--- config.mk ---
export PLATFORM = sky130hd
export DESIGN_NAME = btk_cell
export DESIGN_NICKNAME = d
export VERILOG_FILES = /design/src/design/btk_pkg.sv /design/src/design/btk_cell.sv
export SDC_FILE = /design/constraint.sdc
export NUM_CORES = 1
export LEC_CHECK = 0
export BUFFER_PORTS_ARGS = -buffer_cell sky130_fd_sc_hd__buf_2
export CAP_MARGIN = 25
export CELL_PAD_IN_SITES_DETAIL_PLACEMENT = 1
export CELL_PAD_IN_SITES_GLOBAL_PLACEMENT = 2
export CORE_UTILIZATION = 22
export CTS_CLUSTER_SIZE = 24
export DETAILED_ROUTE_END_ITERATION = 6
export PLACE_DENSITY = 0.74
export SLEW_MARGIN = 25
export SYNTH_ARGS = -nofsm -noshare
export SYNTH_HDL_FRONTEND = slang
export SYNTH_SLANG_ARGS = --single-unit
--- constraint.sdc ---
create_clock -name i_clk -period 4.5 [get_ports i_clk]
set_clock_uncertainty 0.15 [all_clocks]
set_input_delay 0.225 -clock i_clk [delete_from_list [all_inputs] [get_ports i_clk]]
set_output_delay 0.225 -clock i_clk [all_outputs]
set_load 0.02 [all_outputs]
--- src/design/btk_pkg.sv ---
// ----------------------------------------------------------------------------
// btk_pkg
// Shared types and constants for the top-k smallest keeper: transaction
// payloads, command and status codes, and the control bundle sent to the cells.
// ----------------------------------------------------------------------------
package btk_pkg;

    localparam int KEY_BITS     = 32;
    localparam int TAG_BITS     = 16;
    localparam int LIMIT_BITS   = 7;
    localparam int CAPACITY_DEF = 64;
    localparam logic [LIMIT_BITS-1:0] LIMIT_RESET = 7'd50;

    localparam int DATA_BITS = 32;
    localparam int ADDR_BITS = 3;

    // register index, taken from the word address
    localparam logic REG_KEEP_LIMIT = 1'b0;

    localparam logic CMD_INSERT = 1'b0;
    localparam logic CMD_DRAIN  = 1'b1;

    localparam logic [2:0] ST_ACCEPT = 3'd0;
    localparam logic [2:0] ST_EVICT  = 3'd1;
    localparam logic [2:0] ST_REJECT = 3'd2;
    localparam logic [2:0] ST_ENTRY  = 3'd3;
    localparam logic [2:0] ST_EMPTY  = 3'd4;

    typedef struct packed {
        logic                command;
        logic [KEY_BITS-1:0] key_in;
        logic [TAG_BITS-1:0] tag_in;
    } t_in_item;

    typedef struct packed {
        logic [2:0]          status;
        logic [KEY_BITS-1:0] key_out;
        logic [TAG_BITS-1:0] tag_out;
        logic                last;
    } t_out_item;

    typedef struct packed {
        logic insert;
        logic shift_out;
    } t_cell_ctrl;

    typedef enum logic [1:0] {
        S_IDLE  = 2'b01,
        S_DRAIN = 2'b10
    } t_state;

endpackage

--- src/design/btk_cell.sv ---
// ----------------------------------------------------------------------------
// btk_cell
// One slot of the sorted chain. On insert it keeps its entry, takes the new
// key or takes its left neighbor; on drain it takes its right neighbor.
// ----------------------------------------------------------------------------
module btk_cell (
    input  logic                         i_clk,
    input  btk_pkg::t_cell_ctrl          i_ctrl,
    input  logic [btk_pkg::KEY_BITS-1:0] i_new_key,
    input  logic [btk_pkg::TAG_BITS-1:0] i_new_tag,
    input  logic [btk_pkg::KEY_BITS-1:0] i_left_key,
    input  logic [btk_pkg::TAG_BITS-1:0] i_left_tag,
    input  logic                         i_left_take,
    input  logic [btk_pkg::KEY_BITS-1:0] i_right_key,
    input  logic [btk_pkg::TAG_BITS-1:0] i_right_tag,
    input  logic                         i_occupied,
    output logic [btk_pkg::KEY_BITS-1:0] o_key,
    output logic [btk_pkg::TAG_BITS-1:0] o_tag,
    output logic                         o_ge,
    output logic                         o_take
);
    import btk_pkg::*;

    logic [KEY_BITS-1:0] r_key, n_key;
    logic [TAG_BITS-1:0] r_tag, n_tag;

    assign o_ge   = r_key >= i_new_key;
    // free slots count as larger, so the new key lands right after the last entry
    assign o_take = !i_occupied || o_ge;

    always_comb begin
        n_key = r_key;
        n_tag = r_tag;
        if (i_ctrl.insert) begin
            if (i_left_take) begin
                n_key = i_left_key;
                n_tag = i_left_tag;
            end else if (o_take) begin
                n_key = i_new_key;
                n_tag = i_new_tag;
            end
        end else if (i_ctrl.shift_out) begin
            n_key = i_right_key;
            n_tag = i_right_tag;
        end
    end

    always_ff @(posedge i_clk) begin
        r_key <= n_key;
        r_tag <= n_tag;
    end

    assign o_key = r_key;
    assign o_tag = r_tag;

endmodule

==> results of run 1 <==
state kept, by name, summed over array words and instances, names as in the netlist:
| signal | flops |
|---|---|
| o_key | 32 |
| o_tag | 16 |
report_power, final:
| group | switching (mW) | leakage, nW | internal, mW |
|---|---|---|---|
| logic | 0.218 | 1.76 | 0.154 |
| registers | 0.0192 | 0.475 | 0.550 |
| clock network | 0.160 | 0.0808 | 0.262 |
cell usage in the layout (no fill, tap or decap), drive strengths merged:
| master | Yosys | final |
|---|---|---|
| a21o | 4 | 4 |
| mux2i | 48 | 48 |
| nand2b | 1 | 1 |
| a21oi | 61 | 61 |
| a31oi | 1 | 1 |
| buf | 5 | 201 |
| nand2 | 6 | 6 |
| a221o | 1 | 1 |
| inv | 33 | 33 |
| bufinv | 0 | 1 |
| o41ai | 1 | 1 |
| nor3 | 1 | 1 |
| nand3 | 6 | 6 |
| clkinv | 0 | 1 |
| nor2 | 52 | 52 |
| nand4 | 6 | 6 |
| clkbuf | 12 | 6 |
| ha | 32 | 32 |
| or2 | 1 | 1 |
| a2111oi | 2 | 2 |
| edfxtp | 48 | 48 |
| or4 | 1 | 1 |
| o21ai | 3 | 3 |
worst min path at each step:
stage	from	endpoint	depth (start not counted)	slack [ns]
finish	i_right_tag[7]	o_tag[7]$_DFFE_PP_	3	0.11
global route	i_right_key[1]	o_key[1]$_DFFE_PP_	3	0.12
CTS	i_right_tag[7]	o_tag[7]$_DFFE_PP_	3	0.11
detailed placement	i_right_key[18]	o_key[18]$_DFFE_PP_	3	0.40
global placement	i_right_key[2]	o_key[2]$_DFFE_PP_	3	0.40
floorplan	i_right_key[30]	o_key[30]$_DFFE_PP_	2	0.30
metal layers:
layer	track usage	wire [um]
met5	0	13
met4	0.0264	73
met3	0.0332	719
met2	0.248	5020
met1	0.145	4120
worst max-delay path: stages, from the launching register on:
cell	delay, ns
edfxtp_1	0.40
ha_1	0.32
nand4_1	0.14
or2_1	0.28
a2111oi_1	0.52
o41ai_2	0.21
a31oi_4	0.54
buf_4	0.49
stage by stage:
step,area (sq um),hold slack (ns),worst slack [ns]
final,4600,0.108,1.08
after CTS,4600,0.106,0.914
after floorplan,3250,0.301,0.692
after global routing,4600,0.118,0.783
after detailed placement,4430,0.404,0.925
after global placement,4430,0.396,1.07
kinds of logic (layout without fill, tap and decap cells):
group           Yosys count  after routing
fa+ha+maj                32             32
simple gates             74             74
mux                      48             48
compound gates           73             73
flops                    48             48
buf+inv                  50            242
final cells by class:
cell class,instances,area (sq um),area share
inverters,33,124,0.0269
multi-input cells,227,1620,0.353
clock buffers,6,129,0.0280
repair buffers,201,1010,0.220
clock inverters,2,35.0,0.00762
well taps,184,230,0.0501
flip-flops and latches,48,1440,0.314
==> results.cfg, run 1 <==
[logic_synthesis]
synth_nets = 506
synth-adder-area-share = 0.123
synth_top_cell_by_area = edfxtp_1
muxShareOfSynthArea = 0.148
synth_area_leaders = edfxtp_1 (44%), mux2i_1 (15%), ha_1 (12%)
yosys-top-cells-count = a21oi_1 (60), nor2_1 (51), edfxtp_1 (48), mux2i_1 (48), inv_1 (33)
synth_top_area_frac = 0.444
post_synth_xor_area_fraction = 0
ys_types = 25
synth-compound-area-share = 0.125
yosys.area_share.simple = 0.0995
ys_async_sr_fraction = 0
synth_area_per_cell_sq_um = 9.98
yosysWarningCount = 0
syn-cell-area_sq_um = 3240
ys_seq_area_frac = 0.444
yosysMostFrequentCell = a21oi_1
synth_top_family_by_area = multiplexers
ys.flop_type = edfxtp_1
synth_seq_cells = 48
syn_inst = 325
synth-edff-count = 48

[clock_network]
cts_buffer_depth = 2
cts_tree = done
cts.repair.resized = 0
cts.clk_slew.worst_paths_ns = 0.07
ctsHoldBuffers = 0
cts_root_buf = clkbuf_16
htree_num_levels = 2
cts_buffers = 5
cts_setup_buffers = 0
cts.sinks = 48
worstSkewPairLatency_ns = 0.28

[critical_path]
cp-startpoint = o_key[14]$_DFFE_PP_
r2r_slack_ns = 1.08
reg2reg_to = o_key[14]$_DFFE_PP_
worstSetupPathType = register to register
r2r-start = o_key[14]$_DFFE_PP_
critPathArrivalTime_ns = 3.21
critPathLaunchType = register
cp_data_required_time_ns = 4.29
endpoint_kind = register
worst-r2r-cell-count = 7
crit_end = o_key[14]$_DFFE_PP_
crit_fanout = 31

[grt]
grt_pass1_wl_mm = 15.4
grt_pass1_vias = 3222
antenna_found_initial = 1
grt-ovfl-total = 0
grt_max_degree = 83
grtUsageTotal = 0.131

[run]
drv_cap = 0

[place]
globalplace.congestion = 0.725
dp.cells = 693
port_buffers = 198
dp.final_hpwl_mm = 8.22

[sta]
rsz0062_at_grt = false
setup_violations = 0
slew-limit-headroom = 0.439
clock.fmax_mhz = 292
finalSetupTns_ns = 0
tightestPinTransition_ns = 0.841
fin_crit_sh = 0.761
final-hold-violation-count = 0
fin_crit_ns = 3.42
maxSlewViolCount = 0

[final_layout]
drive_gt1_frac = 0.414
antenna_cells = 0
layout.cells.non_filler = 701
fillCellCount = 1762
post-route-util = 0.317
area_delta_synth_final_pct = 41.7
nNetsFinal = 697

[route]
first_pass_iters = 4
viasPerCell = 4.32
routed_wl_mm = 9.95
num_vias = 3025
route.antenna.remaining_nets = 0
drt_iter0_drc = 123
wire_per_inst_um = 14.2
drc_errors = 0

[die]
rows = 44
io-pin-count = 199
coreArea_sq_um = 14500
fp.dieW_um = 123
initial_utilization = 0.224
die_h_um = 123
fp.dieArea_sq_um = 15200

[power_and_ir_drop]
power_density_nw_per_um2 = 296
peakVddDrop_v = 0.000130
p_leak_nw = 2.31
totalPowerFinal_mw = 1.36

[run_status]
run_status = completed

[min_path]
hold_path_class = input pin to register
Note: power is estimated with default switching activity, not from simulation.
==> inputs of run 2 (changes only) <==
--- a/config.mk
+++ b/config.mk
@@ -9,10 +9,10 @@
 export CAP_MARGIN = 25
 export CELL_PAD_IN_SITES_DETAIL_PLACEMENT = 1
 export CELL_PAD_IN_SITES_GLOBAL_PLACEMENT = 2
-export CORE_UTILIZATION = 22
+export CORE_UTILIZATION = 24
 export CTS_CLUSTER_SIZE = 24
 export DETAILED_ROUTE_END_ITERATION = 6
-export PLACE_DENSITY = 0.74
+export PLACE_DENSITY = 0.77
 export SLEW_MARGIN = 25
 export SYNTH_ARGS = -nofsm -noshare
 export SYNTH_HDL_FRONTEND = slang
==> constraint.sdc (replaced) <==
create_clock -name i_clk -period 3.3 [get_ports i_clk]
set_clock_uncertainty 0.15 [all_clocks]
set_input_delay 0.165 -clock i_clk [delete_from_list [all_inputs] [get_ports i_clk]]
set_output_delay 0.165 -clock i_clk [all_outputs]
set_load 0.02 [all_outputs]
==> results.cfg, run 2 (synthesized netlist as in run 1, its figures left out) <==
[power_and_ir_drop]
power.internal_mw = 1.23
p_clk_frac = 0.268
p_seq_frac = 0.441
totalPowerFinal_mw = 1.76
power_density_nw_per_um2 = 384
p_sw_frac = 0.298
combPwrFrac = 0.291
switchingPower_mw = 0.525
peakVddDrop_v = 0.000209
p_leak_nw = 2.31

[route]
drt_iter0_drc = 47
drc_errors = 0
routed_wl_mm = 9.82
route.antenna.remaining_nets = 0
wire_per_inst_um = 14.1
num_vias = 3113
viasPerCell = 4.47
first_pass_iters = 4

[place]
port_buffers = 198
dp.cells = 688
globalplace.congestion = 0.735
place_area_sq_um = 4450
pre_cts_ws_ns = 0.441
dp.final_hpwl_mm = 8.32

[sta]
fin_crit_sh = 0.873
rsz0062_at_grt = false
final-hold-violation-count = 0
setup_violations = 0
fin_crit_ns = 2.88
tightestPinTransition_ns = 0.620
maxSlewViolCount = 0
setup_ws_ns = 0.420
finalSetupTns_ns = 0
clock.fmax_mhz = 347
whs_ns = 0.0530
slew-limit-headroom = 0.587

[clock_network]
cts_setup_buffers = 0
cts.sinks = 48
worstSkewPairLatency_ns = 0.28
cts.repair.resized = 0
cts_buffer_depth = 2
ctsHoldBuffers = 0
htree_num_levels = 2
cts.clk_slew.worst_paths_ns = 0.06
cts_tree = done
cts_buffers = 5
cts_root_buf = clkbuf_16

[critical_path]
max_stage_delay_ns = 0.57
worstSetupPathType = register to output pin
critPathArrivalTime_ns = 2.56
critPathLaunchType = register
worst-r2r-cell-count = 8
cpMaxStageDelayCell = a2111oi_0
critical_path_cell_count = 8
path_buf_inv = 2
crit_fanout = 3
path_cells = inv_1, ha_1, nand2b_1, a2111oi_0, a2111oi_1, o41ai_2, nand3_1, buf_2
crit_family = compound AO/OA/AOI/OAI gates
endpoint_kind = output pin
cp_data_required_time_ns = 2.98

[final_layout]
largest_reg_flops = 32
post-route-util = 0.347
design_area_sq_um = 4580
fillCellCount = 1617
nNetsFinal = 700
final_common_cell = buf_2
layout.cells.non_filler = 696
area_delta_synth_final_pct = 41.2
final_cell_mix = buf_2 (198), a21oi_1 (60), nor2_1 (51), mux2i_1 (48), edfxtp_1 (48)
drive_gt1_frac = 0.414

[grt]
grt_max_degree = 67
grt_pass1_vias = 3303
grt-ovfl-total = 0
grtUsageTotal = 0.141
grt_pass1_wl_mm = 15.9
antenna_found_initial = 1

[die]
die_h_um = 118
fp.dieW_um = 118
coreArea_sq_um = 13200
io-pin-count = 199
fp.dieArea_sq_um = 14000
initial_utilization = 0.246
rows = 42

[min_path]
holdPathStages = 3
hold_path_class = input pin to register

[run_status]
run_status = completed

[run]
drv_cap = 0
run 2: tightest hold or removal path, delay by kind of cell:
| family | cells | cell delay (ns) |
|---|---|---|
| AO/OA/AOI/OAI | 1 | 0.10 |
| buffers and inverters | 1 | 0.07 |
| AND/OR/NAND/NOR | 1 | 0.03 |
run 2: area by class of cell:
type | count | area (sq um) | area share
clock buffers | 5 | 125 | 0.0273
repair buffers | 204 | 1040 | 0.226
clock inverters | 2 | 7.51 | 0.00164
well taps | 176 | 220 | 0.0481
flip-flops and latches | 48 | 1440 | 0.315
diodes | 1 | 2.50 | 0.000546
multi-input cells | 227 | 1620 | 0.355
inverters | 33 | 124 | 0.0270
run 2: final timing paths:
path | start | to | slack (ns)
setup reg to reg | o_key[0]$_DFFE_PP_ | o_key[20]$_DFFE_PP_ | 0.51
hold reg to reg | o_key[16]$_DFFE_PP_ | o_key[3]$_DFFE_PP_ | 1.14
setup / recovery | o_key[0]$_DFFE_PP_ | o_take | 0.42
hold / removal | i_right_key[2] | o_key[2]$_DFFE_PP_ | 0.05
run 2: power groups by stage:
| stage | combinational, mW | clock, mW | sequential (mW) |
|---|---|---|---|
| floorplan | 0.215 | 0 | 0.867 |
| global placement | 0.511 | 0 | 0.786 |
| detailed placement | 0.523 | 0 | 0.790 |
| CTS | 0.525 | 0.494 | 0.777 |
| global route | 0.571 | 0.519 | 0.783 |
| finish | 0.511 | 0.471 | 0.776 |
run 2: routing by layer:
layer | track usage | vias up | routed length (um) | part of all wire
met5 | 0 | - | 0 | 0
met4 | 0.0401 | 0 | 203 | 0.021
met3 | 0.0323 | 15 | 674 | 0.069
met2 | 0.263 | 112 | 4940 | 0.50
met1 | 0.160 | 1432 | 4000 | 0.41
li1 | - | 1554 | - | -
==> inputs of run 3 (changes only) <==
--- a/config.mk
+++ b/config.mk
@@ -5,14 +5,15 @@
 export SDC_FILE = /design/constraint.sdc
 export NUM_CORES = 1
 export LEC_CHECK = 0
+export ABC_AREA = 1
 export BUFFER_PORTS_ARGS = -buffer_cell sky130_fd_sc_hd__buf_2
 export CAP_MARGIN = 25
 export CELL_PAD_IN_SITES_DETAIL_PLACEMENT = 1
 export CELL_PAD_IN_SITES_GLOBAL_PLACEMENT = 2
-export CORE_UTILIZATION = 24
+export CORE_UTILIZATION = 23
 export CTS_CLUSTER_SIZE = 24
 export DETAILED_ROUTE_END_ITERATION = 6
-export PLACE_DENSITY = 0.77
+export PLACE_DENSITY = 0.78
 export SLEW_MARGIN = 25
 export SYNTH_ARGS = -nofsm -noshare
 export SYNTH_HDL_FRONTEND = slang
==> results.cfg, run 3 <==
[run_status]
run_status = completed

[grt]
grtUsageTotal = 0.155
grt_max_degree = 49
antenna_found_initial = 0
grt_pass1_wl_mm = 18.0
grt_pass1_vias = 3673
grt-ovfl-total = 0

[critical_path]
reg2reg_to = o_key[7]$_DFFE_PP_
r2r-start = o_key[30]$_DFFE_PP_
worstSetupPathType = register to register
cp_data_required_time_ns = 3.13
worst-r2r-cell-count = 10
path_cells = ha_1, nand2_2, nor2_4, nand4_2, a21oi_1, nor2_1, nand4_1, nand2_1, inv_2, buf_12
crit_end = o_key[7]$_DFFE_PP_
cpMaxStageDelayCell = edfxtp_1
critPathArrivalTime_ns = 2.30
cp-startpoint = o_key[30]$_DFFE_PP_
crit_fanout = 31
max_stage_delay_ns = 0.43
r2r_slack_ns = 0.83
critPathLaunchType = register
endpoint_kind = register

[clock_network]
cts_tree = done
cts_buffer_depth = 2
cts_setup_buffers = 0
cts_root_buf = clkbuf_16
cts_buffers = 5
worstSkewPairLatency_ns = 0.28
cts.repair.resized = 0
cts.sinks = 48
ctsHoldBuffers = 0
cts.clk_slew.worst_paths_ns = 0.07
htree_num_levels = 2

[power_and_ir_drop]
totalPowerFinal_mw = 1.83
p_leak_nw = 2.32
power_density_nw_per_um2 = 397
peakVddDrop_v = 0.000201

[die]
fp.dieArea_sq_um = 14800
fp.dieW_um = 122
rows = 43
initial_utilization = 0.237
coreArea_sq_um = 13900
die_h_um = 122
io-pin-count = 199

[sta]
fin_crit_sh = 0.748
tightestPinTransition_ns = 0.899
final-hold-violation-count = 0
maxSlewViolCount = 0
finalSetupTns_ns = 0
whs_ns = 0.0105
slew-limit-headroom = 0.400
fin_crit_ns = 2.47
rsz0062_at_grt = false
setup_violations = 0
clock.fmax_mhz = 405

[logic_synthesis]
yosys-top-cells-count = nand2_1 (81), o21ai_0 (69), nor2_1 (55)
synth_area_per_cell_sq_um = 8.03
yosysWarningCount = 0
ys_async_sr_fraction = 0
synth_nets = 592
yosysMostFrequentCell = nand2_1
ys.flop_type = edfxtp_1
syn-cell-area_sq_um = 3300
synth_top_cell_by_area = edfxtp_1
synth-edff-count = 48
syn_inst = 411
ys_seq_area_frac = 0.437
synth_seq_cells = 48
ys_types = 24
synth_top_area_frac = 0.437
synth_area_leaders = edfxtp_1 (44%), ha_1 (12%), o21ai_0 (10%)

[place]
dp.cells = 773
globalplace.congestion = 0.730
port_buffers = 198
dp.final_hpwl_mm = 8.80

[route]
first_pass_iters = 4
viasPerCell = 4.43
wire_per_inst_um = 14.5
routed_wl_mm = 11.4
drt_iter0_drc = 61
num_vias = 3458
route.antenna.remaining_nets = 0
drc_errors = 0

[final_layout]
final_cell_mix = buf_2 (198), nand2_1 (81), o21ai_0 (69), nor2_1 (55), edfxtp_1 (48)
final_common_cell = buf_2
fillCellCount = 1755
antenna_cells = 0
layout.cells.non_filler = 781
nNetsFinal = 781
largest_reg_flops = 32
area_delta_synth_final_pct = 39.5
drive_gt1_frac = 0.369

[min_path]
hold_path_class = input pin to register

[run]
drv_cap = 0
-- run 3: cell types whose count changed after synthesis, sizes merged, moves of 5 or more --
cell,change
nand2,+79
nand3,-5
inv,+13
nor2,+5
mux2i,-48
a21oi,-47
o21ai,+96
-- run 3: metal layers --
| layer | global-route usage | up-vias | routed length (um) |
|---|---|---|---|
| met5 | 0 | - | 0 |
| met4 | 0.0285 | 0 | 91 |
| met3 | 0.0304 | 6 | 718 |
| met2 | 0.283 | 120 | 5580 |
| met1 | 0.189 | 1578 | 4960 |
| li1 | - | 1754 | - |
-- run 3: power breakdown --
group	total (mW)	switching (mW)	internal, mW
combinational	0.543	0.335	0.208
clock	0.501	0.222	0.279
sequential	0.782	0.0284	0.754
total	1.83	0.586	1.24
-- run 3: cell type report --
| cell class | count | area, sq um | area share |
|---|---|---|---|
| clock inverter | 2 | 11.3 | 0.00245 |
| timing repair buffer | 202 | 1030 | 0.224 |
| multi-input combinational | 297 | 1590 | 0.346 |
| inverter | 46 | 173 | 0.0375 |
| sequential | 48 | 1440 | 0.313 |
| clock buffer | 6 | 129 | 0.0280 |
| tap | 180 | 225 | 0.0489 |
-- run 3: metrics by stage --
stage	setup WS (ns)	utilization	area, sq um
2_1_floorplan	0.413	-	3300
6_report	0.832	0.330	4600
5_1_grt	0.590	0.330	4600
3_5_place_dp	0.756	0.320	4460
3_3_place_gp	0.827	0.320	4460
4_1_cts	0.739	0.330	4600
-- run 3: kinds of logic (layout without fill, tap and decap cells) --
kind of cell / after synthesis / in the layout / synth area share
simple gates: 150 / 150 / 0.184
compound gates: 115 / 115 / 0.177
buf+inv: 66 / 256 / 0.0811
flops: 48 / 48 / 0.437
fa+ha+maj: 32 / 32 / 0.121
-- run 3: worst min-delay path by stage --
stage                        start            endpoint  slack [ns]  cells after the start
detailed placement  i_right_tag[3]  o_tag[3]$_DFFE_PP_        0.30                      3
global route        i_right_tag[3]  o_tag[3]$_DFFE_PP_        0.02                      3
CTS                 i_right_tag[3]  o_tag[3]$_DFFE_PP_       0.007                      3
finish              i_right_tag[9]  o_tag[9]$_DFFE_PP_        0.01                      3
global placement    i_right_tag[8]  o_tag[8]$_DFFE_PP_        0.31                      3
floorplan           i_right_key[0]  o_key[0]$_DFFE_PP_        0.21                      2
-- run 3: critical path, delay by kind of cell, from the launching register on --
family,cells,cell delay [ns]
buf+inv,2,0.60
simple gates,6,0.50
flops,1,0.43
fa+ha+maj,1,0.31
compound gates,1,0.14
